$ cat config.mk
export PLATFORM = sky130hd
export DESIGN_NAME = periodic_task_timer_groups_core
export DESIGN_NICKNAME = d
export VERILOG_FILES = /design/src/design/ptt_pkg.sv /design/src/design/ptt_ram.sv /design/src/design/periodic_task_timer_groups_core.sv
export SDC_FILE = /design/constraint.sdc
export NUM_CORES = 1
export LEC_CHECK = 0
export BUFFER_PORTS_ARGS = -buffer_cell sky130_fd_sc_hd__buf_2
export CORE_ASPECT_RATIO = 1.1
export CORE_MARGIN = 2
export CORE_UTILIZATION = 60
export CTS_BUF_LIST = sky130_fd_sc_hd__clkbuf_8
export DETAILED_ROUTE_END_ITERATION = 8
export HOLD_SLACK_MARGIN = 0.03
export PLACE_DENSITY = 0.77
export SLEW_MARGIN = 20
export SYNTH_ARGS = -nofsm -noshare
export SYNTH_HDL_FRONTEND = slang
export SYNTH_SLANG_ARGS = --single-unit
export TNS_END_PERCENT = 5
$ cat constraint.sdc
create_clock -name aclk -period 4.8 [get_ports aclk]
set_input_delay 0.96 -clock aclk [delete_from_list [all_inputs] [get_ports aclk]]
set_output_delay 0.96 -clock aclk [all_outputs]
set_load 0.1 [all_outputs]
$ cat src/design/ptt_pkg.sv
// shared types and constants for the periodic task timer
// used by periodic_task_timer_groups_core and the bench; no dependencies
package ptt_pkg;

    // field widths
    localparam int ID_W        = 16;
    localparam int PER_W       = 16;
    localparam int TICK_W      = 3;
    localparam int STATUS_W    = 3;
    localparam int REQ_W       = 2;
    localparam int S_TDATA_W   = 40;
    localparam int M_TDATA_W   = 24;
    localparam int RES_CNT_W   = 7;

    // request kinds
    localparam logic [REQ_W-1:0] REQ_REGISTER   = 2'd0;
    localparam logic [REQ_W-1:0] REQ_UNREGISTER = 2'd1;
    localparam logic [REQ_W-1:0] REQ_TICK       = 2'd2;

    // result status codes
    localparam logic [STATUS_W-1:0] STAT_FIRED          = 3'd0;
    localparam logic [STATUS_W-1:0] STAT_ACCEPTED       = 3'd1;
    localparam logic [STATUS_W-1:0] STAT_TASK_FULL      = 3'd2;
    localparam logic [STATUS_W-1:0] STAT_GROUP_FULL     = 3'd3;
    localparam logic [STATUS_W-1:0] STAT_PERIOD_UNKNOWN = 3'd4;

    // limits
    localparam logic [TICK_W-1:0]    TICK_MAX = 3'd4;
    localparam logic [RES_CNT_W-1:0] RES_CAP  = 7'd64;

    typedef struct packed {
        logic [PER_W-1:0] period;
        logic [PER_W-1:0] counter;
    } group_entry_t;

    typedef struct packed {
        logic [ID_W-1:0]  ident;
        logic [PER_W-1:0] period;
    } task_entry_t;

endpackage

$ cat src/design/ptt_ram.sv
// generic simple dual-port ram, one write and one registered read port
// no package dependencies
module ptt_ram #(
    parameter int WIDTH = 32,
    parameter int DEPTH = 16,
    localparam int AW = (DEPTH > 1) ? $clog2(DEPTH) : 1
) (
    input  logic             aclk,
    input  logic             wr_en,
    input  logic [AW-1:0]    wr_addr,
    input  logic [WIDTH-1:0] wr_data,
    input  logic             rd_en,
    input  logic [AW-1:0]    rd_addr,
    output logic [WIDTH-1:0] rd_data
);

    logic [WIDTH-1:0] mem [DEPTH];

    always_ff @(posedge aclk) begin
        if (wr_en) begin
            mem[wr_addr] <= wr_data;
        end
        if (rd_en) begin
            rd_data <= mem[rd_addr];
        end
    end

endmodule

$ cat src/design/periodic_task_timer_groups_core.sv
// periodic task timer core: sequencer over a group ram and a task ram
// depends on ptt_pkg and ptt_ram
//
// usage
//   s_ channel carries one request item: s_tuser is the request kind
//   (register, unregister, tick), s_tdata holds task id, period and tick count.
//   m_ channel returns result items: status and fired task id in m_tdata,
//   m_tlast marks the final result of a request.
//   register and unregister give exactly one result; a tick gives one result
//   per fired task (at most 64) or none when nothing fires.
// timing
//   one request at a time; s_tready is high only while the sequencer is idle.
//   every ram step is a read, then a use of the registered data. register
//   searches the group table by period, then shifts later groups up for a sorted
//   insert if the period is new, and appends the task; unregister searches, then
//   compacts the task table in place; a tick makes one pass over the groups per
//   elapsed tick, plus a scan of the task table for each group that fires.
//   the ram steps are strictly ordered, so a read never overlaps a write to
//   the same entry and no forwarding is required.
// reset
//   group and task counts clear, so both tables read as empty; ram contents
//   are left as is. no clearing pass.
// stall
//   one output register decouples the result side; a tick keeps the newest
//   fired id in a hold register so the last one can be flagged, and the
//   sequencer waits while the output register is full and not taken.
module periodic_task_timer_groups_core #(
    parameter int GROUPS = 8,
    parameter int TASKS  = 16
) (
    input  logic                          aclk,
    input  logic                          aresetn,
    // [15:0] task_id, [31:16] period, [34:32] tick_count
    input  logic [ptt_pkg::S_TDATA_W-1:0] s_tdata,
    // [1:0] req_type
    input  logic [ptt_pkg::REQ_W-1:0]     s_tuser,
    input  logic                          s_tvalid,
    output logic                          s_tready,
    // [2:0] status, [18:3] fired_task
    output logic [ptt_pkg::M_TDATA_W-1:0] m_tdata,
    output logic                          m_tlast,
    output logic                          m_tvalid,
    input  logic                          m_tready
);

    // address and count widths
    localparam int GA = (GROUPS > 1) ? $clog2(GROUPS) : 1;
    localparam int GC = $clog2(GROUPS + 1);
    localparam int TA = (TASKS > 1) ? $clog2(TASKS) : 1;
    localparam int TC = $clog2(TASKS + 1);
    localparam logic [GC-1:0] GROUPS_FULL = GC'(GROUPS);
    localparam logic [TC-1:0] TASKS_FULL  = TC'(TASKS);

    // sequencer states
    localparam logic [3:0] ST_IDLE      = 4'd0;
    localparam logic [3:0] ST_GFIND_RD  = 4'd1;
    localparam logic [3:0] ST_GFIND_CMP = 4'd2;
    localparam logic [3:0] ST_GDECIDE   = 4'd3;
    localparam logic [3:0] ST_GSH_RD    = 4'd4;
    localparam logic [3:0] ST_GSH_WR    = 4'd5;
    localparam logic [3:0] ST_TAPPEND   = 4'd6;
    localparam logic [3:0] ST_RESP      = 4'd7;
    localparam logic [3:0] ST_UN_RD     = 4'd8;
    localparam logic [3:0] ST_UN_CHK    = 4'd9;
    localparam logic [3:0] ST_TK_RD     = 4'd10;
    localparam logic [3:0] ST_TK_UPD    = 4'd11;
    localparam logic [3:0] ST_TS_RD     = 4'd12;
    localparam logic [3:0] ST_TS_CMP    = 4'd13;
    localparam logic [3:0] ST_FINISH    = 4'd14;

    // input field views
    logic [ptt_pkg::ID_W-1:0]   s_task_id;
    logic [ptt_pkg::PER_W-1:0]  s_period;
    logic [ptt_pkg::TICK_W-1:0] s_tick;
    logic [ptt_pkg::TICK_W-1:0] s_tick_sat;

    assign s_task_id  = s_tdata[15:0];
    assign s_period   = s_tdata[31:16];
    assign s_tick     = s_tdata[34:32];
    assign s_tick_sat = (s_tick > ptt_pkg::TICK_MAX) ? ptt_pkg::TICK_MAX : s_tick;

    // control state
    logic [3:0]                     state_reg, state_next;
    logic [GC-1:0]                  gcount_reg, gcount_next;
    logic [TC-1:0]                  tcount_reg, tcount_next;
    logic                           hold_valid_reg, hold_valid_next;
    logic                           m_tvalid_reg, m_tvalid_next;

    // working registers
    logic [ptt_pkg::REQ_W-1:0]      op_reg, op_next;
    logic [ptt_pkg::ID_W-1:0]       id_reg, id_next;
    logic [ptt_pkg::PER_W-1:0]      per_reg, per_next;
    logic [ptt_pkg::TICK_W-1:0]     ticks_reg, ticks_next;
    logic [GC-1:0]                  gidx_reg, gidx_next;
    logic [GC-1:0]                  sidx_reg, sidx_next;
    logic [TC-1:0]                  tidx_reg, tidx_next;
    logic [TC-1:0]                  widx_reg, widx_next;
    logic [ptt_pkg::PER_W-1:0]      cur_per_reg, cur_per_next;
    logic                           found_reg, found_next;
    logic [ptt_pkg::ID_W-1:0]       hold_id_reg, hold_id_next;
    logic [ptt_pkg::RES_CNT_W-1:0]  k_reg, k_next;
    logic [ptt_pkg::STATUS_W-1:0]   status_reg, status_next;
    logic [ptt_pkg::STATUS_W-1:0]   m_status_reg, m_status_next;
    logic [ptt_pkg::ID_W-1:0]       m_fired_reg, m_fired_next;
    logic                           m_last_reg, m_last_next;

    // output register load
    logic                           out_free;
    logic                           out_load;
    logic [ptt_pkg::STATUS_W-1:0]   out_status;
    logic [ptt_pkg::ID_W-1:0]       out_fired;
    logic                           out_last;

    // group ram port
    logic                           g_wr_en, g_rd_en;
    logic [GA-1:0]                  g_wr_addr, g_rd_addr;
    ptt_pkg::group_entry_t          g_wr_data, g_rd_data;
    logic [GC-1:0]                  sidx_m1;

    // task ram port
    logic                           t_wr_en, t_rd_en;
    logic [TA-1:0]                  t_wr_addr, t_rd_addr;
    ptt_pkg::task_entry_t           t_wr_data, t_rd_data;

    assign out_free = !m_tvalid_reg || m_tready;
    assign sidx_m1  = sidx_reg - GC'(1);

    ptt_ram #(
        .WIDTH ($bits(ptt_pkg::group_entry_t)),
        .DEPTH (GROUPS)
    ) u_group_ram (
        .aclk    (aclk),
        .wr_en   (g_wr_en),
        .wr_addr (g_wr_addr),
        .wr_data (g_wr_data),
        .rd_en   (g_rd_en),
        .rd_addr (g_rd_addr),
        .rd_data (g_rd_data)
    );

    ptt_ram #(
        .WIDTH ($bits(ptt_pkg::task_entry_t)),
        .DEPTH (TASKS)
    ) u_task_ram (
        .aclk    (aclk),
        .wr_en   (t_wr_en),
        .wr_addr (t_wr_addr),
        .wr_data (t_wr_data),
        .rd_en   (t_rd_en),
        .rd_addr (t_rd_addr),
        .rd_data (t_rd_data)
    );

    // sequencer
    always_comb begin
        state_next      = state_reg;
        gcount_next     = gcount_reg;
        tcount_next     = tcount_reg;
        hold_valid_next = hold_valid_reg;
        op_next         = op_reg;
        id_next         = id_reg;
        per_next        = per_reg;
        ticks_next      = ticks_reg;
        gidx_next       = gidx_reg;
        sidx_next       = sidx_reg;
        tidx_next       = tidx_reg;
        widx_next       = widx_reg;
        cur_per_next    = cur_per_reg;
        found_next      = found_reg;
        hold_id_next    = hold_id_reg;
        k_next          = k_reg;
        status_next     = status_reg;

        g_wr_en   = 1'b0;
        g_wr_addr = gidx_reg[GA-1:0];
        g_wr_data = g_rd_data;
        g_rd_en   = 1'b0;
        g_rd_addr = gidx_reg[GA-1:0];
        t_wr_en   = 1'b0;
        t_wr_addr = widx_reg[TA-1:0];
        t_wr_data = t_rd_data;
        t_rd_en   = 1'b0;
        t_rd_addr = tidx_reg[TA-1:0];

        out_load   = 1'b0;
        out_status = ptt_pkg::STAT_FIRED;
        out_fired  = '0;
        out_last   = 1'b0;

        case (state_reg)
            ST_IDLE: begin
                if (s_tvalid) begin
                    op_next         = s_tuser;
                    id_next         = s_task_id;
                    per_next        = s_period;
                    gidx_next       = '0;
                    k_next          = '0;
                    hold_valid_next = 1'b0;
                    case (s_tuser)
                        ptt_pkg::REQ_REGISTER: begin
                            if (tcount_reg == TASKS_FULL) begin
                                status_next = ptt_pkg::STAT_TASK_FULL;
                                state_next  = ST_RESP;
                            end else begin
                                state_next = ST_GFIND_RD;
                            end
                        end
                        ptt_pkg::REQ_UNREGISTER: begin
                            state_next = ST_GFIND_RD;
                        end
                        ptt_pkg::REQ_TICK: begin
                            ticks_next = s_tick_sat;
                            state_next = (s_tick_sat == '0) ? ST_FINISH : ST_TK_RD;
                        end
                        default: begin
                            state_next = ST_IDLE;
                        end
                    endcase
                end
            end

            // search the sorted group table for the period
            ST_GFIND_RD: begin
                if (gidx_reg == gcount_reg) begin
                    found_next = 1'b0;
                    state_next = ST_GDECIDE;
                end else begin
                    g_rd_en    = 1'b1;
                    state_next = ST_GFIND_CMP;
                end
            end

            ST_GFIND_CMP: begin
                if (g_rd_data.period == per_reg) begin
                    found_next = 1'b1;
                    state_next = ST_GDECIDE;
                end else if (g_rd_data.period > per_reg) begin
                    found_next = 1'b0;
                    state_next = ST_GDECIDE;
                end else begin
                    gidx_next  = gidx_reg + GC'(1);
                    state_next = ST_GFIND_RD;
                end
            end

            ST_GDECIDE: begin
                if (op_reg == ptt_pkg::REQ_UNREGISTER) begin
                    if (!found_reg) begin
                        status_next = ptt_pkg::STAT_PERIOD_UNKNOWN;
                        state_next  = ST_RESP;
                    end else begin
                        tidx_next  = '0;
                        widx_next  = '0;
                        state_next = ST_UN_RD;
                    end
                end else if (found_reg) begin
                    state_next = ST_TAPPEND;
                end else if (gcount_reg == GROUPS_FULL) begin
                    status_next = ptt_pkg::STAT_GROUP_FULL;
                    state_next  = ST_RESP;
                end else begin
                    sidx_next  = gcount_reg;
                    state_next = ST_GSH_RD;
                end
            end

            // open a slot at gidx by moving later groups up one entry
            ST_GSH_RD: begin
                if (sidx_reg == gidx_reg) begin
                    g_wr_en           = 1'b1;
                    g_wr_addr         = gidx_reg[GA-1:0];
                    g_wr_data.period  = per_reg;
                    g_wr_data.counter = per_reg;
                    gcount_next       = gcount_reg + GC'(1);
                    state_next        = ST_TAPPEND;
                end else begin
                    g_rd_en    = 1'b1;
                    g_rd_addr  = sidx_m1[GA-1:0];
                    state_next = ST_GSH_WR;
                end
            end

            ST_GSH_WR: begin
                g_wr_en    = 1'b1;
                g_wr_addr  = sidx_reg[GA-1:0];
                g_wr_data  = g_rd_data;
                sidx_next  = sidx_m1;
                state_next = ST_GSH_RD;
            end

            ST_TAPPEND: begin
                t_wr_en          = 1'b1;
                t_wr_addr        = tcount_reg[TA-1:0];
                t_wr_data.ident  = id_reg;
                t_wr_data.period = per_reg;
                tcount_next      = tcount_reg + TC'(1);
                status_next      = ptt_pkg::STAT_ACCEPTED;
                state_next       = ST_RESP;
            end

            ST_RESP: begin
                if (out_free) begin
                    out_load   = 1'b1;
                    out_status = status_reg;
                    out_last   = 1'b1;
                    state_next = ST_IDLE;
                end
            end

            // compaction: keep entries that do not match, in order
            ST_UN_RD: begin
                if (tidx_reg == tcount_reg) begin
                    tcount_next = widx_reg;
                    status_next = ptt_pkg::STAT_ACCEPTED;
                    state_next  = ST_RESP;
                end else begin
                    t_rd_en    = 1'b1;
                    state_next = ST_UN_CHK;
                end
            end

            ST_UN_CHK: begin
                if (!(t_rd_data.ident == id_reg && t_rd_data.period == per_reg)) begin
                    t_wr_en   = 1'b1;
                    t_wr_addr = widx_reg[TA-1:0];
                    t_wr_data = t_rd_data;
                    widx_next = widx_reg + TC'(1);
                end
                tidx_next  = tidx_reg + TC'(1);
                state_next = ST_UN_RD;
            end

            // one pass over the groups per elapsed tick
            ST_TK_RD: begin
                if (gidx_reg == gcount_reg) begin
                    ticks_next = ticks_reg - ptt_pkg::TICK_W'(1);
                    gidx_next  = '0;
                    if (ticks_reg == ptt_pkg::TICK_W'(1)) begin
                        state_next = ST_FINISH;
                    end
                end else begin
                    g_rd_en    = 1'b1;
                    state_next = ST_TK_UPD;
                end
            end

            ST_TK_UPD: begin
                g_wr_en          = 1'b1;
                g_wr_addr        = gidx_reg[GA-1:0];
                g_wr_data.period = g_rd_data.period;
                if (g_rd_data.counter <= ptt_pkg::PER_W'(1)) begin
                    g_wr_data.counter = g_rd_data.period;
                    cur_per_next      = g_rd_data.period;
                    tidx_next         = '0;
                    state_next        = ST_TS_RD;
                end else begin
                    g_wr_data.counter = g_rd_data.counter - ptt_pkg::PER_W'(1);
                    gidx_next         = gidx_reg + GC'(1);
                    state_next        = ST_TK_RD;
                end
            end

            // emit the tasks of a firing group in insertion order
            ST_TS_RD: begin
                if (tidx_reg == tcount_reg) begin
                    gidx_next  = gidx_reg + GC'(1);
                    state_next = ST_TK_RD;
                end else begin
                    t_rd_en    = 1'b1;
                    state_next = ST_TS_CMP;
                end
            end

            ST_TS_CMP: begin
                if (t_rd_data.period == cur_per_reg && k_reg < ptt_pkg::RES_CAP) begin
                    if (!hold_valid_reg || out_free) begin
                        if (hold_valid_reg) begin
                            out_load  = 1'b1;
                            out_fired = hold_id_reg;
                        end
                        hold_id_next    = t_rd_data.ident;
                        hold_valid_next = 1'b1;
                        k_next          = k_reg + ptt_pkg::RES_CNT_W'(1);
                        tidx_next       = tidx_reg + TC'(1);
                        state_next      = ST_TS_RD;
                    end
                end else begin
                    tidx_next  = tidx_reg + TC'(1);
                    state_next = ST_TS_RD;
                end
            end

            // flush the held result with the last flag
            ST_FINISH: begin
                if (!hold_valid_reg) begin
                    state_next = ST_IDLE;
                end else if (out_free) begin
                    out_load        = 1'b1;
                    out_fired       = hold_id_reg;
                    out_last        = 1'b1;
                    hold_valid_next = 1'b0;
                    state_next      = ST_IDLE;
                end
            end

            default: begin
                state_next = ST_IDLE;
            end
        endcase
    end

    // output register
    always_comb begin
        m_tvalid_next = m_tvalid_reg && !m_tready;
        m_status_next = m_status_reg;
        m_fired_next  = m_fired_reg;
        m_last_next   = m_last_reg;
        if (out_load) begin
            m_tvalid_next = 1'b1;
            m_status_next = out_status;
            m_fired_next  = out_fired;
            m_last_next   = out_last;
        end
    end

    always_ff @(posedge aclk) begin
        if (!aresetn) begin
            state_reg      <= ST_IDLE;
            gcount_reg     <= '0;
            tcount_reg     <= '0;
            hold_valid_reg <= 1'b0;
            m_tvalid_reg   <= 1'b0;
            k_reg          <= '0;
        end else begin
            state_reg      <= state_next;
            gcount_reg     <= gcount_next;
            tcount_reg     <= tcount_next;
            hold_valid_reg <= hold_valid_next;
            m_tvalid_reg   <= m_tvalid_next;
            k_reg          <= k_next;
        end
    end

    always_ff @(posedge aclk) begin
        op_reg       <= op_next;
        id_reg       <= id_next;
        per_reg      <= per_next;
        ticks_reg    <= ticks_next;
        gidx_reg     <= gidx_next;
        sidx_reg     <= sidx_next;
        tidx_reg     <= tidx_next;
        widx_reg     <= widx_next;
        cur_per_reg  <= cur_per_next;
        found_reg    <= found_next;
        hold_id_reg  <= hold_id_next;
        status_reg   <= status_next;
        m_status_reg <= m_status_next;
        m_fired_reg  <= m_fired_next;
        m_last_reg   <= m_last_next;
    end

    // ports
    assign s_tready = (state_reg == ST_IDLE);
    assign m_tvalid = m_tvalid_reg;
    assign m_tlast  = m_last_reg;
    assign m_tdata  = {5'b0, m_fired_reg, m_status_reg};

    // checks
    a_gcount_bound: assert property (@(posedge aclk) disable iff (!aresetn)
        gcount_reg <= GROUPS_FULL)
        else $error("group count above table size");

    a_tcount_bound: assert property (@(posedge aclk) disable iff (!aresetn)
        tcount_reg <= TASKS_FULL)
        else $error("task count above table size");

    a_no_overwrite: assert property (@(posedge aclk) disable iff (!aresetn)
        out_load |-> out_free)
        else $error("output register loaded while holding an untaken item");

    a_hold_idle: assert property (@(posedge aclk) disable iff (!aresetn)
        (state_reg == ST_IDLE) |-> !hold_valid_reg)
        else $error("held fired result left behind at idle");

    a_res_cap: assert property (@(posedge aclk) disable iff (!aresetn)
        k_reg <= ptt_pkg::RES_CAP)
        else $error("fired result count above cap");

endmodule

### Yosys cells after proc, flatten, opt, wreduce, memory -nomap -nowiden

Memory sizes are Yosys's and may differ from the RTL's. A register that Yosys moved wholly into a read port is not among the register bits.
Cells that the tools add are included.

| storage, ports and cells | value |
|---|---|
| bits in registers | 133 |
| latch bits | 0 |
| bits in writable memories | 768 |
| memory bits (read-only) | 0 |
| output and inout port bits | 27 |
| logic and storage cells | 233 |
| memories kept | 2 |

| cells by class | value |
|---|---|
| $add $sub $neg | 9 |
| multiply operators | 0 |
| div/mod/pow operators | 0 |
| $lt $le $gt $ge | 4 |
| equality and inequality tests | 51 |
| shifts and indexed selects | 0 |
| mux-type cells | 106 |
| bitwise logic cells | 0 |
| reduce and logical (&&, ||, !) cells | 40 |

Memories:

| memory | words | bits a word | read ports | clocked after memory_dff | write ports | line | RTL |
|---|---|---|---|---|---|---|---|
| u_task_ram.mem | 16 | 32 | 1 | 1 | 1 | ptt_ram.sv:17 | `logic [WIDTH-1:0] mem [DEPTH];` |
| u_group_ram.mem | 8 | 32 | 1 | 1 | 1 | ptt_ram.sv:17 |  |

Operator list:

| kind | count |
|---|---|
| $mux 16 | 6 |
| $mux 4 | 20 |
| $eq 16x16->1 | 4 |
| $mux 32 | 2 |
| $pmux 32 s2 | 1 |
| $pmux 4 s15 | 1 |
| $mux 3 | 19 |
| $mux 5 | 7 |
| $ne 2x2->1 const B | 17 |
| $eq 4x4->1 const B | 8 |
| $pmux 16 s2 | 1 |
| $mux 1 | 25 |
| $mux 7 | 3 |
| $pmux 4 s5 | 1 |
| $pmux 5 s2 | 2 |
| $pmux 5 s4 | 1 |
| $reduce_and 4->1 | 5 |
| $eq 4x3->1 const B | 4 |
| $gt 16x16->1 | 1 |
| $le 16x1->1 const B | 1 |
| $sub 16x1->16 const B | 1 |
| $add 5x1->5 const B | 3 |
| $pmux 7 s2 | 1 |
| $reduce_and 7->1 | 2 |
| 37 further kinds | 74 |

### Longest topological paths before layout

| depth | value |
|---|---|
| depth in word-level cells | 7 |
| mapped depth | 10 |
| depth with buffers taken out | 8 |

### By module

Synthesis repeated with hierarchy kept, for this count alone.

| unflattened totals | value |
|---|---|
| cells, all modules | 2080 |
| area, all modules | 38996.2 um^2 |

By module, submodules not included:

| module | times used | cells each | area an instance (um^2) |
|---|---|---|---|
| ptt_ram (u_task_ram) | 1 | 838 | 20155.6 |
| ptt_ram (u_group_ram) | 1 | 415 | 10786.6 |
| periodic_task_timer_groups_core | 1 | 827 | 8054.0 |

### Least setup slack after synthesis

No wires, ideal clock.

| timing path | value |
|---|---|
| kind | reg-to-reg |
| start | register tidx_reg[2] |
| end | register gidx_reg[0] (enable) |
| data arrival time | 3.933 ns |
| required time | 4.532 ns |
| path slack | 0.600 ns |
| cell stages (with the launch flop) | 8 |
| buffers on the path | 1 |
| clock period less this slack | 4.200 ns |
| path through | edfxtp_1 clkbuf_1 xor2_1 nor2_1 a211oi_1 nand2_1 o21ai_0 nor4_1 |

| on the way | value |
|---|---|
| cells in the longest elaborated chain, start to end | 3 |

Ends and longest elaborated chain:

| element | line | RTL |
|---|---|---|
| from (decl) | periodic_task_timer_groups_core.sv:96 | `logic [TC-1:0] tidx_reg, tidx_next;` |
| from (signal assigned) | periodic_task_timer_groups_core.sv:451 | `tidx_reg <= tidx_next;` |
| $eq 5x5->1 | periodic_task_timer_groups_core.sv:365 | `if (tidx_reg == tcount_reg) begin` |
| $ne 2x2->1 (no line) | - |  |
| $reduce_and 7->1 (no line) | - |  |
| to (signal assigned) | periodic_task_timer_groups_core.sv:449 | `gidx_reg <= gidx_next;` |
| to (decl) | periodic_task_timer_groups_core.sv:94 | `logic [GC-1:0] gidx_reg, gidx_next;` |

No other way between the ends.
A chain may end at the register's enable or synchronous reset.

### Final worst setup path

| timing path | value |
|---|---|
| start | register per_reg[6] (netlist bit) |
| end | memory u_task_ram.mem[15][8] (enable) |

| on the way | value |
|---|---|
| cells in the longest elaborated chain, start to end | 6 |

Ends and longest elaborated chain:

| element | line | RTL |
|---|---|---|
| from (decl) | periodic_task_timer_groups_core.sv:92 | `logic [ptt_pkg::PER_W-1:0] per_reg, per_next;` |
| from (signal assigned) | periodic_task_timer_groups_core.sv:447 | `per_reg <= per_next;` |
| $eq 16x16->1 | periodic_task_timer_groups_core.sv:323 | `if (!(t_rd_data.ident == id_reg && t_rd_data.period == per_reg)) begin` |
| $logic_and 1x1->1 | periodic_task_timer_groups_core.sv:323 |  |
| $mux 1 | periodic_task_timer_groups_core.sv:323 |  |
| $pmux 1 s2 | periodic_task_timer_groups_core.sv:190 | `case (state_reg)` |
| $mux 1 | ptt_ram.sv:20 | `if (wr_en) begin` |
| $mux 1 (implied by the code) | ptt_ram.sv:21 | `mem[wr_addr] <= wr_data;` |
| to (decl) | ptt_ram.sv:17 |  |

No other way between the ends.

==> run summary <==
==========================================================================================
Via count of the first global-routing pass ..................................        21200
Clock root cell ............................................................. sky130_fd_sc_hd__clkbuf_8
Number of top-level pins ....................................................           73
LEAKAGE .....................................................................    0.0145 uW
Final net count .............................................................         2394
Placement Setup Slack .......................................................      1.12 ns
Worst Path Class, Setup .....................................................      reg2reg
Synthesis Warnings ..........................................................            0
Register-to-Register Setup Slack ............................................      1.01 ns
Total length of routed wires ................................................      85.6 mm
EDFF count, synth ...........................................................          943
Fraction of registers with async set/reset ..................................           0%
Number of core rows .........................................................           98
Total design power ..........................................................     19700 uW
Maximum number of buffers from clock root to sink ...........................            3
Top register by number of flip-flops ........................................ u_task_ram.mem
IO buf count ................................................................           62
Worst EP required ...........................................................      5.34 ns
Final cell count without fillers ............................................         3292
Worst clock skew on the final layout ........................................    0.0552 ns
Crit path DAT ...............................................................      4.32 ns
Largest register FFs ........................................................          512
Maximum number of pins on one net before global-route repair ................          131
Crit Path Max Fanout ........................................................           23
Per-cell routed wire length .................................................      26.0 um
Number of setup violations in the final report ..............................            0
Maximum operating frequency .................................................      264 MHz
Endpoints failing hold ......................................................            0
Sinks on the clock net ......................................................          965
Overall via count from detail_route .........................................        20600
Last weighted congestion value of the routability-driven placer .............        0.910
Number of buffers inserted during clock tree synthesis ......................          151
RSZ-0062 raised after global routing ........................................           no
Total iterations of the first detailed-routing run ..........................            5
Wire length of the first global-routing pass ................................       128 mm
Global router's overall resource usage ......................................        25.5%
Maximum resistive drop on vdd ...............................................   0.000429 V
Effective utilization at floorplan ..........................................        60.7%
Clock edge transition at the registers on the reported setup and hold paths .      0.06 ns
Total DRC errors in the routed layout .......................................            0
CTS-repair resized insts ....................................................            0
Number of max-slew violations in the final report ...........................            0
Worst Setup End Kind ........................................................    flip-flop
Cell area power density .....................................................  447 nW/um^2
Die H .......................................................................       273 um
Post-detail-place hpwl ......................................................      51.2 mm
Layout-stage area growth over the synthesis result ..........................        11.8%
Final worst-path cycle share ................................................        78.9%
Sequential cell area in the final layout ....................................  28800 sq um
Post-layout minimum cycle time ..............................................      3.79 ns
Most common cell after layout, fill and taps aside .......................... sky130_fd_sc_hd__edfxtp_1
Post-synth cell types .......................................................           70
Overall die width ...........................................................       248 um
Synth Cell Area .............................................................  39400 sq um
Rel. slew slack .............................................................        26.2%
Yosys reg bits ..............................................................          965
Hold Path Class .............................................................       in2reg
Maxcap violations ...........................................................            0
Detailed-route vias per instance ............................................         6.27
Area taken by multi-input logic gates .......................................  10300 sq um
Worst setup SP type .........................................................    flip-flop
Gr ovfl total ...............................................................            0
Post-CTS Hold Buffers .......................................................            0
Number of antenna violations at the first check in global routing ...........            1
TNS Setup ...................................................................         0 ns
Clock Latency Late Sink .....................................................      0.83 ns
Run status .................................................................. complete, no violations
PnR worst setup slack .......................................................      1.01 ns
Registers with the most flip-flops .......................................... u_task_ram.mem (512), u_group_ram.mem (256)
Primary FF master, synth .................................................... sky130_fd_sc_hd__edfxtp_1
Sequential share of the synthesized area ....................................        72.9%
Floorplan die area ..........................................................  67800 sq um
Detail Route Antenna Nets ...................................................            0
Number of placed instances, taps included ...................................         3016
Number of levels the H-tree was split into ..................................            4
Initial DRC count ...........................................................         1899
Instance count of the mapped netlist ........................................         2124
Number of fill cells in the layout ..........................................         4034
Fraction of final layout cells with drive strength greater than 1 ...........        26.5%
Setup bufs post-CTS .........................................................            0
Standard cell core area .....................................................  65000 sq um
Mean instance size in the synthesized netlist ...............................   18.6 sq um
Clock tree from TritonCTS ...................................................         done
Transition time at the pin with the least slew margin .......................      1.11 ns
Leading cell types in the layout, fill and taps excluded .................... 943 x sky130_fd_sc_hd__edfxtp_1, 160 x sky130_fd_sc_hd__mux4_2, 153 x sky130_fd_sc_hd__clkbuf_8, 140 x sky130_fd_sc_hd__nand2_1, 89 x sky130_fd_sc_hd__inv_1
==========================================================================================
-- logic make-up after synthesis --
kind of cell	synth area share, %
AND/OR/NAND/NOR	4.29
flip-flops	72.9
buffers and inverters	1.73
adder cells (fa/ha/maj)	0.920
XOR/XNOR	1.87
AO/OA/AOI/OAI	5.18
other	0.00951
multiplexers	13.1
-- layout make-up --
class | instances | area share [%]
well taps | 850 | 2.41
clock buffers | 153 | 4.78
inverters | 38 | 0.324
repair buffers | 145 | 2.32
diodes | 2 | 0.0114
clock inverters | 121 | 1.60
multi-input cells | 1018 | 23.3
flip-flops and latches | 965 | 65.3
-- power breakdown --
group / switching, uW / internal [uW]
sequential: 331 / 9850
clock: 3190 / 3230
combinational: 1910 / 1190
total: 5430 / 14300
-- Yosys cell counts (6+ instances only) --
cell | count | area (sq um)
sky130_fd_sc_hd__a21boi_0 | 6 | 45.0
sky130_fd_sc_hd__clkbuf_1 | 56 | 210
sky130_fd_sc_hd__mux2i_1 | 70 | 701
sky130_fd_sc_hd__and2_1 | 28 | 175
sky130_fd_sc_hd__buf_6 | 12 | 135
sky130_fd_sc_hd__nand2_1 | 142 | 533
sky130_fd_sc_hd__o21ai_0 | 66 | 330
sky130_fd_sc_hd__nand3_1 | 16 | 80.1
sky130_fd_sc_hd__nor3_1 | 19 | 95.1
sky130_fd_sc_hd__a22oi_1 | 11 | 82.6
sky130_fd_sc_hd__a211oi_1 | 7 | 52.6
sky130_fd_sc_hd__nor2b_1 | 9 | 56.3
sky130_fd_sc_hd__xnor2_1 | 64 | 561
sky130_fd_sc_hd__a31oi_1 | 16 | 100
sky130_fd_sc_hd__nand4_1 | 17 | 106
sky130_fd_sc_hd__a21oi_1 | 30 | 150
sky130_fd_sc_hd__nand2b_1 | 11 | 68.8
sky130_fd_sc_hd__buf_1 | 16 | 60.1
sky130_fd_sc_hd__mux2_4 | 30 | 450
sky130_fd_sc_hd__ha_1 | 29 | 363
sky130_fd_sc_hd__nor2_1 | 74 | 278
sky130_fd_sc_hd__o22ai_2 | 28 | 350
sky130_fd_sc_hd__xor2_1 | 20 | 175
sky130_fd_sc_hd__buf_2 | 16 | 80.1
sky130_fd_sc_hd__buf_4 | 7 | 52.6
sky130_fd_sc_hd__mux4_2 | 160 | 3600
sky130_fd_sc_hd__nor4_1 | 13 | 81.3
sky130_fd_sc_hd__mux2_2 | 15 | 169
sky130_fd_sc_hd__mux2_1 | 20 | 225
sky130_fd_sc_hd__a221oi_2 | 30 | 450
sky130_fd_sc_hd__edfxtp_1 | 943 | 28300
sky130_fd_sc_hd__nor3b_1 | 7 | 52.6
sky130_fd_sc_hd__dfxtp_1 | 22 | 440
sky130_fd_sc_hd__inv_1 | 38 | 143
-- worst max-delay path, stage by stage (launching register included) --
cell	delay [ns]
sky130_fd_sc_hd__edfxtp_1	0.47
sky130_fd_sc_hd__xnor2_1	0.48
sky130_fd_sc_hd__nand4_1	0.30
sky130_fd_sc_hd__nor4_1	0.45
sky130_fd_sc_hd__a21oi_1	0.24
sky130_fd_sc_hd__a32oi_1	0.82
sky130_fd_sc_hd__nor2_4	0.38
sky130_fd_sc_hd__buf_4	0.33
-- metal layers --
metal  global-route usage (%)  routed length [um]  vias up  share of wire (%)
li1                         -                   -     8941                  -
met1                     33.2               33200    10600                 39
met2                     42.9               43600      907                 51
met3                     5.07                6140      178                7.2
met4                     9.93                2690        0                3.1
met5                        0                   0        -                  0
-- final timing paths --
check	from	endpoint	depth (start not counted)
hold reg to reg	u_task_ram.rd_data[25]$_DFFE_PP_	hold_id_reg[9]$_DFFE_PP_	0
setup / recovery	per_reg[6]$_DFFE_PP_	u_task_ram.mem[15][8]$_DFFE_PP_	7
hold / removal	s_tdata[8]	id_reg[8]$_DFFE_PP_	1
setup reg to reg	per_reg[6]$_DFFE_PP_	u_task_ram.mem[15][8]$_DFFE_PP_	7
-- stage by stage --
stage | hold slack, ns | instance area [sq um] | utilization [%]
6_report | 0.310 | 44100 | 67.8
5_1_grt | 0.269 | 44100 | 67.8
3_5_place_dp | 0.489 | 41200 | 63.5
4_1_cts | 0.244 | 44100 | 67.8
3_3_place_gp | 0.462 | 41200 | 63.5
2_1_floorplan | 0.426 | 39400 | -
No activity file was read; power rests on OpenSTA's default activity.
